`config.mk`:
```
export PLATFORM = sky130hd
export DESIGN_NAME = mmio_range_match_unit
export DESIGN_NICKNAME = d
export VERILOG_FILES = /design/src/sv/mrmu_pkg.sv /design/src/sv/mrmu_ram.sv /design/src/sv/mrmu_cmp.sv /design/src/sv/mmio_range_match_unit.sv
export SDC_FILE = /design/constraint.sdc
export NUM_CORES = 2
export LEC_CHECK = 0
export BUFFER_PORTS_ARGS = -buffer_cell sky130_fd_sc_hd__buf_2
export CAP_MARGIN = 20
export CELL_PAD_IN_SITES_DETAIL_PLACEMENT = 1
export CELL_PAD_IN_SITES_GLOBAL_PLACEMENT = 1
export CORE_UTILIZATION = 55
export DETAILED_ROUTE_END_ITERATION = 8
export HOLD_SLACK_MARGIN = 0.1
export PLACE_DENSITY_LB_ADDON = 0.1
export RECOVER_POWER = 100
export SLEW_MARGIN = 20
export SYNTH_ARGS = -nofsm -noshare
export SYNTH_HDL_FRONTEND = slang
export SYNTH_SLANG_ARGS = --single-unit
export TNS_END_PERCENT = 5
```
`constraint.sdc`:
```
create_clock -name aclk -period 11.61 [get_ports aclk]
set_input_delay 1.161 -clock aclk [delete_from_list [all_inputs] [get_ports aclk]]
set_output_delay 1.161 -clock aclk [all_outputs]
set_load 0.01 [all_outputs]
```
`src/sv/mrmu_pkg.sv`:
```
// ----------------------------------------------------------------------------
// mrmu_pkg
// Constants, codes and types of the MMIO range match unit.
// ----------------------------------------------------------------------------
package mrmu_pkg;

    // Table size and field widths
    localparam int ENTRIES = 16;
    localparam int IDX_W   = (ENTRIES > 1) ? $clog2(ENTRIES) : 1;
    localparam int OP_W    = 2;
    localparam int ADDR_W  = 64;
    localparam int RSIZE_W = 32;
    localparam int ASIZE_W = 7;
    localparam int MODE_W  = 2;
    localparam int COMP_W  = 8;
    localparam int STAT_W  = 3;
    localparam int OFF_W   = 32;

    // Opcodes
    localparam logic [OP_W-1:0] OP_REGISTER = 2'd0;
    localparam logic [OP_W-1:0] OP_READ     = 2'd1;
    localparam logic [OP_W-1:0] OP_WRITE    = 2'd2;

    // Result status codes
    localparam logic [STAT_W-1:0] STAT_OK      = 3'd0;
    localparam logic [STAT_W-1:0] STAT_OVERLAP = 3'd1;
    localparam logic [STAT_W-1:0] STAT_FULL    = 3'd2;
    localparam logic [STAT_W-1:0] STAT_ZERO    = 3'd3;
    localparam logic [STAT_W-1:0] STAT_NORANGE = 3'd4;
    localparam logic [STAT_W-1:0] STAT_MODE    = 3'd5;

    // Permission bits of a range
    localparam int MODE_READ_BIT  = 0;
    localparam int MODE_WRITE_BIT = 1;

    // One stored range
    typedef struct packed {
        logic [ADDR_W-1:0]  base;
        logic [RSIZE_W-1:0] length;
        logic [MODE_W-1:0]  mode;
        logic [COMP_W-1:0]  owner;
    } entry_t;

    // Compare unit answer for one entry
    typedef struct packed {
        logic             overlap;
        logic             match;
        logic             at_base;
        logic [OFF_W-1:0] offset;
    } cmp_res_t;

endpackage

```
`src/sv/mrmu_ram.sv`:
```
// ----------------------------------------------------------------------------
// mrmu_ram
// Generic single write port, single read port RAM with registered read.
// ----------------------------------------------------------------------------
module mrmu_ram #(
    parameter int WIDTH = 8,
    parameter int DEPTH = 16
) (
    input  logic                                        clk,
    input  logic                                        wr_en,
    input  logic [((DEPTH > 1) ? $clog2(DEPTH) : 1)-1:0] wr_addr,
    input  logic [WIDTH-1:0]                            wr_data,
    input  logic [((DEPTH > 1) ? $clog2(DEPTH) : 1)-1:0] rd_addr,
    output logic [WIDTH-1:0]                            rd_data
);

    logic [WIDTH-1:0] mem [DEPTH];

    // Write port and registered read port
    always_ff @(posedge clk) begin
        if (wr_en) begin
            mem[wr_addr] <= wr_data;
        end
        rd_data <= mem[rd_addr];
    end

endmodule

```
`src/sv/mrmu_cmp.sv`:
```
// ----------------------------------------------------------------------------
// mrmu_cmp
// Shared compare unit: checks one stored range against the current item.
// ----------------------------------------------------------------------------
module mrmu_cmp (
    input  logic [mrmu_pkg::ADDR_W-1:0]  address,
    input  logic [mrmu_pkg::RSIZE_W-1:0] region_size,
    input  logic [mrmu_pkg::ASIZE_W-1:0] access_size,
    input  mrmu_pkg::entry_t             entry,
    output mrmu_pkg::cmp_res_t           res
);
    import mrmu_pkg::*;

    logic [ADDR_W:0]    diff;
    logic               addr_ge;
    logic [ADDR_W-1:0]  dlo;
    logic [ADDR_W-1:0]  dneg;
    logic               len_fits;
    logic [RSIZE_W-1:0] room;

    // One wide subtract serves both overlap and containment
    assign diff    = {1'b0, address} - {1'b0, entry.base};
    assign addr_ge = !diff[ADDR_W];
    assign dlo     = diff[ADDR_W-1:0];
    assign dneg    = '0 - dlo;

    // Overlap of [address, +region_size) with [base, +length)
    assign res.overlap = addr_ge ? (dlo  < {{(ADDR_W-RSIZE_W){1'b0}}, entry.length})
                                 : (dneg < {{(ADDR_W-RSIZE_W){1'b0}}, region_size});

    // Access lies wholly inside the range
    assign len_fits  = entry.length >= {{(RSIZE_W-ASIZE_W){1'b0}}, access_size};
    assign room      = entry.length - {{(RSIZE_W-ASIZE_W){1'b0}}, access_size};
    assign res.match = addr_ge && len_fits &&
                       (dlo <= {{(ADDR_W-RSIZE_W){1'b0}}, room});

    // Access starts at the range base: wins over an adjacent range
    assign res.at_base = addr_ge && (dlo == '0);
    assign res.offset  = dlo[OFF_W-1:0];

endmodule

```
`src/sv/mmio_range_match_unit.sv`:
```
// ----------------------------------------------------------------------------
// mmio_range_match_unit
// Lookups and registrations scan every table entry, one per cycle, through
// the shared compare unit, then pass S_DRAIN and S_FINISH, which registers
// the result once the output is free. A zero-size registration or an
// unknown opcode skips the scan. Each new item waits for the last result.
// Reset clears all range valid bits (empty table); no clearing pass is needed.
// ----------------------------------------------------------------------------
module mmio_range_match_unit (
    input  logic                          aclk,
    input  logic                          aresetn,
    input  logic                          s_valid,
    output logic                          s_ready,
    input  logic [mrmu_pkg::OP_W-1:0]     s_opcode,
    input  logic [mrmu_pkg::ADDR_W-1:0]   s_address,
    input  logic [mrmu_pkg::RSIZE_W-1:0]  s_region_size,
    input  logic [mrmu_pkg::ASIZE_W-1:0]  s_access_size,
    input  logic [mrmu_pkg::MODE_W-1:0]   s_access_mode,
    input  logic [mrmu_pkg::COMP_W-1:0]   s_component_id,
    output logic                          m_valid,
    input  logic                          m_ready,
    output logic [mrmu_pkg::STAT_W-1:0]   m_status,
    output logic [mrmu_pkg::COMP_W-1:0]   m_hit_component,
    output logic [mrmu_pkg::OFF_W-1:0]    m_offset
);
    import mrmu_pkg::*;

    typedef enum logic [1:0] {S_IDLE, S_SCAN, S_DRAIN, S_FINISH} state_t;

    localparam logic [IDX_W-1:0] LAST_IDX = IDX_W'(ENTRIES - 1);

    state_t              state_reg, state_next;
    logic [ENTRIES-1:0]  range_valid_reg, range_valid_next;
    logic [IDX_W-1:0]    idx_reg, idx_next;
    logic                pend_vld_reg, pend_vld_next;
    logic [IDX_W-1:0]    pend_idx_reg, pend_idx_next;
    logic                ovl_reg, ovl_next;
    logic                free_found_reg, free_found_next;
    logic [IDX_W-1:0]    free_idx_reg, free_idx_next;
    logic                found_reg, found_next;
    logic [COMP_W-1:0]   best_owner_reg, best_owner_next;
    logic [MODE_W-1:0]   best_mode_reg, best_mode_next;
    logic [OFF_W-1:0]    best_off_reg, best_off_next;
    logic [OP_W-1:0]     op_reg, op_next;
    logic [ADDR_W-1:0]   addr_reg, addr_next;
    logic [RSIZE_W-1:0]  rsize_reg, rsize_next;
    logic [ASIZE_W-1:0]  asize_reg, asize_next;
    logic [MODE_W-1:0]   amode_reg, amode_next;
    logic [COMP_W-1:0]   comp_reg, comp_next;
    logic                m_valid_reg, m_valid_next;
    logic [STAT_W-1:0]   m_status_reg, m_status_next;
    logic [COMP_W-1:0]   m_hit_reg, m_hit_next;
    logic [OFF_W-1:0]    m_off_reg, m_off_next;

    logic                ram_we;
    entry_t              ram_wdata;
    entry_t              ram_rdata;
    cmp_res_t            cmp;
    logic                perm_ok;

    // Range table storage
    mrmu_ram #(
        .WIDTH ($bits(entry_t)),
        .DEPTH (ENTRIES)
    ) u_ram (
        .clk     (aclk),
        .wr_en   (ram_we),
        .wr_addr (free_idx_reg),
        .wr_data (ram_wdata),
        .rd_addr (idx_reg),
        .rd_data (ram_rdata)
    );

    assign ram_wdata = '{base: addr_reg, length: rsize_reg, mode: amode_reg, owner: comp_reg};

    // Shared compare unit
    mrmu_cmp u_cmp (
        .address     (addr_reg),
        .region_size (rsize_reg),
        .access_size (asize_reg),
        .entry       (ram_rdata),
        .res         (cmp)
    );

    assign perm_ok = (op_reg == OP_READ) ? best_mode_reg[MODE_READ_BIT]
                                         : best_mode_reg[MODE_WRITE_BIT];

    // Sequencer next state
    always_comb begin
        state_next       = state_reg;
        range_valid_next = range_valid_reg;
        idx_next         = idx_reg;
        pend_vld_next    = pend_vld_reg;
        pend_idx_next    = pend_idx_reg;
        ovl_next         = ovl_reg;
        free_found_next  = free_found_reg;
        free_idx_next    = free_idx_reg;
        found_next       = found_reg;
        best_owner_next  = best_owner_reg;
        best_mode_next   = best_mode_reg;
        best_off_next    = best_off_reg;
        op_next          = op_reg;
        addr_next        = addr_reg;
        rsize_next       = rsize_reg;
        asize_next       = asize_reg;
        amode_next       = amode_reg;
        comp_next        = comp_reg;
        m_valid_next     = m_valid_reg;
        m_status_next    = m_status_reg;
        m_hit_next       = m_hit_reg;
        m_off_next       = m_off_reg;
        ram_we           = 1'b0;

        if (m_valid_reg && m_ready) begin
            m_valid_next = 1'b0;
        end

        // Fold in the entry read out last cycle
        if (pend_vld_reg) begin
            if (range_valid_reg[pend_idx_reg]) begin
                if (cmp.overlap) begin
                    ovl_next = 1'b1;
                end
                if (cmp.match && (!found_reg || cmp.at_base)) begin
                    found_next      = 1'b1;
                    best_owner_next = ram_rdata.owner;
                    best_mode_next  = ram_rdata.mode;
                    best_off_next   = cmp.offset;
                end
            end else if (!free_found_reg) begin
                free_found_next = 1'b1;
                free_idx_next   = pend_idx_reg;
            end
        end

        unique case (state_reg)
            S_IDLE: begin
                if (s_valid) begin
                    op_next         = s_opcode;
                    addr_next       = s_address;
                    rsize_next      = s_region_size;
                    asize_next      = s_access_size;
                    amode_next      = s_access_mode;
                    comp_next       = s_component_id;
                    idx_next        = '0;
                    pend_vld_next   = 1'b0;
                    ovl_next        = 1'b0;
                    free_found_next = 1'b0;
                    found_next      = 1'b0;
                    if ((s_opcode == OP_REGISTER && s_region_size == '0) ||
                        (s_opcode != OP_REGISTER && s_opcode != OP_READ &&
                         s_opcode != OP_WRITE)) begin
                        state_next = S_FINISH;
                    end else begin
                        state_next = S_SCAN;
                    end
                end
            end
            S_SCAN: begin
                pend_vld_next = 1'b1;
                pend_idx_next = idx_reg;
                if (idx_reg == LAST_IDX) begin
                    state_next = S_DRAIN;
                end else begin
                    idx_next = idx_reg + 1'b1;
                end
            end
            S_DRAIN: begin
                pend_vld_next = 1'b0;
                state_next    = S_FINISH;
            end
            S_FINISH: begin
                if (!m_valid_reg || m_ready) begin
                    m_valid_next  = 1'b1;
                    m_hit_next    = '0;
                    m_off_next    = '0;
                    state_next    = S_IDLE;
                    if (op_reg == OP_REGISTER) begin
                        if (rsize_reg == '0) begin
                            m_status_next = STAT_ZERO;
                        end else if (ovl_reg) begin
                            m_status_next = STAT_OVERLAP;
                        end else if (!free_found_reg) begin
                            m_status_next = STAT_FULL;
                        end else begin
                            m_status_next                  = STAT_OK;
                            ram_we                         = 1'b1;
                            range_valid_next[free_idx_reg] = 1'b1;
                        end
                    end else if (op_reg == OP_READ || op_reg == OP_WRITE) begin
                        if (!found_reg) begin
                            m_status_next = STAT_NORANGE;
                        end else if (!perm_ok) begin
                            m_status_next = STAT_MODE;
                        end else begin
                            m_status_next = STAT_OK;
                            m_hit_next    = best_owner_reg;
                            m_off_next    = best_off_reg;
                        end
                    end else begin
                        m_status_next = STAT_NORANGE;
                    end
                end
            end
            default: state_next = S_IDLE;
        endcase
    end

    // State and registered outputs
    always_ff @(posedge aclk) begin
        if (!aresetn) begin
            state_reg       <= S_IDLE;
            range_valid_reg <= '0;
            pend_vld_reg    <= 1'b0;
            m_valid_reg     <= 1'b0;
        end else begin
            state_reg       <= state_next;
            range_valid_reg <= range_valid_next;
            pend_vld_reg    <= pend_vld_next;
            m_valid_reg     <= m_valid_next;
        end
    end

    // Scan bookkeeping and payload
    always_ff @(posedge aclk) begin
        idx_reg        <= idx_next;
        pend_idx_reg   <= pend_idx_next;
        ovl_reg        <= ovl_next;
        free_found_reg <= free_found_next;
        free_idx_reg   <= free_idx_next;
        found_reg      <= found_next;
        best_owner_reg <= best_owner_next;
        best_mode_reg  <= best_mode_next;
        best_off_reg   <= best_off_next;
        op_reg         <= op_next;
        addr_reg       <= addr_next;
        rsize_reg      <= rsize_next;
        asize_reg      <= asize_next;
        amode_reg      <= amode_next;
        comp_reg       <= comp_next;
        m_status_reg   <= m_status_next;
        m_hit_reg      <= m_hit_next;
        m_off_reg      <= m_off_next;
    end

    assign s_ready         = (state_reg == S_IDLE);
    assign m_valid         = m_valid_reg;
    assign m_status        = m_status_reg;
    assign m_hit_component = m_hit_reg;
    assign m_offset        = m_off_reg;

endmodule

```
==> impl_results.md <==
- PnR Total Power: 0.0251 W
- CP max-delay cell: dlymetal6s4s_1
- Clock Tree Root: clkbuf_16
- Status: finished with violations
- Fin crit period: 9.73 ns
- Placeable Area: 0.150 mm²
- CTS tree: built
- Die X-Extent: 391 µm
- Worst path bufs/invs: 1
- Most frequent CP cell: nor2_1
- Rows: 142
- DRC: 0
- Post-DP HPWL: 131000 µm
- Drt pass-1 iters: 5
- Vias in the first global route: 45.6k
- CTS Buf Count: 200
- Pwr dens: 271 mW/mm²
- Final setup vio count: 0
- Fraction of registers with async set/reset: 0%
- Resized cells post-CTS: 0
- EDFF count, synth: 1908
- Slew of the pin with the lowest slew margin: 9.10 ns
- Main area contributors after synthesis: edfxtp_1, mux4_2, dfxtp_1
- Post-CTS Hold Buffers: 0
- Met3 GRT Util: 4.03%
- Final hold violation count: 0
- Full die area: 0.153 mm²
- DP Worst Slack: 3.98 ns
- Vias per inst: 6.43
- Initial antenna violation count: 8
- GRT met1 Usage: 42.2%
- Met2 global-route usage: 47.3%
- Total GRT Usage: 29.2%
- Sink Count: 2037
- H-Tree Depth: 4
- Worst IR Drop VDD: 0.227 mV
- Required time worst endpoint: 11.83 ns
- Fin Setup TNS: 0 ns
- Critical path's top delay family: buffers and inverters
- Worst path max stage delay: 4.76 ns
- Worst Hold Class: flip-flop to flip-flop
- Largest net degree at the start of global routing: 134
- RSZ-0062 raised after global routing: false
- Antenna-violating nets left: 0
- Routed length per instance: 32.3 µm
- Critical Path Sink Type: flip-flop
- Failing checks: max-capacitance violations, max-slew violations
- First-pass GRT wire length: 318000 µm
- Fraction of final layout cells sized beyond drive strength 1: 20.5%
- Drt initial violations: 3913
- Seq/Total Area, Yosys: 72.0%
- Placer Congestion: 0.908
- Worst setup SP type: flip-flop
- Layout Nets: 4888
- Max-slew violations: 2050
- Post-Place Cells: 6406
- Vias: 43.6k
- Clk_skew: 0.0561 ns
- Finished Layout Cells: 6785
- Starting Density: 55.5%
- Max Cap Viol: 57
- Maximum buffer depth of the clock tree: 3
- Yosys warns: 0
- Reg clk slew, reported paths: 0.06 ns
- Worst-Skew Late Latency: 0.83 ns
- Cell Chain, Critical Path: nor4_1, nand4_1, nor2_1, or3b_2, nor4bb_1, nand3b_1, nor2_1, dlymetal6s4s_1
- Mapped Avg Cell Area: 19.2 µm²
- Max Clk Rate: 103 MHz
- Commonest non-fill, non-tap cell in the layout: edfxtp_1
- Commonest non-fill, non-tap cells in the layout: edfxtp_1, mux4_2, clkbuf_1
- Die height: 391 µm
- Mapped Cells: 4324
- Synth Flop Type: edfxtp_1
- Rel. slew slack: -507%
- Util after Layout: 61.8%
- Global route overflow: 0
- Period utilization: 83.8%
- Synth area leader: edfxtp_1
- Routed WL: 219000 µm
- Synth top area share: 68.8%
- Syn nets: 4619
- Worst-path fanout max: 82
- Number of I/O pins: 164
- Leakage: 30.0 nW
- GRT Max-Usage Layer: met2
- Unique masters post-synth: 110
- Area growth from synthesis to layout: 11.4%
- Max FFs per register: 1696
- Setup CP Type: flip-flop to flip-flop
- Fin worst setup slack: 1.88 ns
- Register bit count reported by yosys: 2037
- IO Port Bufs: 163
- Area of the mapped netlist: 0.0832 mm²
- Arrival time at the worst endpoint: 9.94 ns
- Post-CTS setup-driven buffer insertion count: 0
==> cells by family after synthesis <==
logic type,after synthesis,synth area share (%)
DFF,2037,72.0
AOI/OAI and AO/OA,467,3.79
xor gates and xnor gates,104,1.10
buffers and inverters,352,1.68
and+or+nand+nor,640,4.17
adders and majority gates,176,2.66
muxes,548,14.6
==> layer usage <==
layer	wire [µm]	share of wire, %
met1	94600	43
met2	107000	49
met3	12700	5.8
met4	4820	2.2
met5	17	0.0078
==> power by group <==
group / switching (W) / internal, W / total, W
combinational: 0.00522 / 0.00390 / 0.00912
clock: 0.00278 / 0.00370 / 0.00649
sequential: 0.000624 / 0.00888 / 0.00951
==> final cells by class <==
| cell class | count | area (µm²) |
|---|---|---|
| sequential | 2037 | 59900 |
| fill | 12800 | 57200 |
| multi-input combinational | 1935 | 21900 |
| clock buffer | 276 | 5490 |
| tap | 2016 | 2520 |
| timing repair buffer | 243 | 1150 |
| clock inverter | 99 | 1110 |
| inverter | 176 | 662 |
| antenna | 3 | 7.51 |
==> synthesized netlist by cell type, types with 11 or more instances <==
| cell | number |
|---|---|
| nand4_1 | 70 |
| mux4_2 | 535 |
| dfxtp_1 | 129 |
| nand2_1 | 122 |
| and3_1 | 13 |
| ha_1 | 174 |
| buf_1 | 28 |
| o21ai_0 | 76 |
| nor3_1 | 46 |
| a31oi_1 | 11 |
| o21ai_1 | 15 |
| o21bai_1 | 14 |
| nand2b_1 | 20 |
| a21o_1 | 49 |
| and2_1 | 54 |
| clkbuf_1 | 130 |
| a211oi_1 | 15 |
| a21oi_1 | 121 |
| nor2_1 | 124 |
| xor2_1 | 26 |
| edfxtp_1 | 1908 |
| nor4_1 | 43 |
| nor2b_1 | 23 |
| or3_1 | 13 |
| nand3_1 | 41 |
| o21a_1 | 47 |
| inv_1 | 176 |
| xnor2_1 | 77 |
==> stage by stage <==
stage	instance area (µm²)	hold WS (ns)
floorplan	83200	0.386
global placement	86700	0.388
detailed placement	86700	0.393
CTS	93300	0.414
global route	92700	0.422
finish	92700	0.412
==> path summary, 6_finish.rpt <==
check,start,end,slack (ns),cells after the start
worst min-delay path,u_ram.rd_data[3]$_DFF_P_,best_owner_reg[3]$_DFFE_PP_,0.41,0
worst max-delay path,rsize_reg[0]$_DFFE_PP_,u_ram.mem[6][61]$_DFFE_PP_,1.88,8
worst min register to register,u_ram.rd_data[3]$_DFF_P_,best_owner_reg[3]$_DFFE_PP_,0.41,0
worst max register to register,rsize_reg[0]$_DFFE_PP_,u_ram.mem[6][61]$_DFFE_PP_,1.88,8
(Power assumes the default switching activity.)
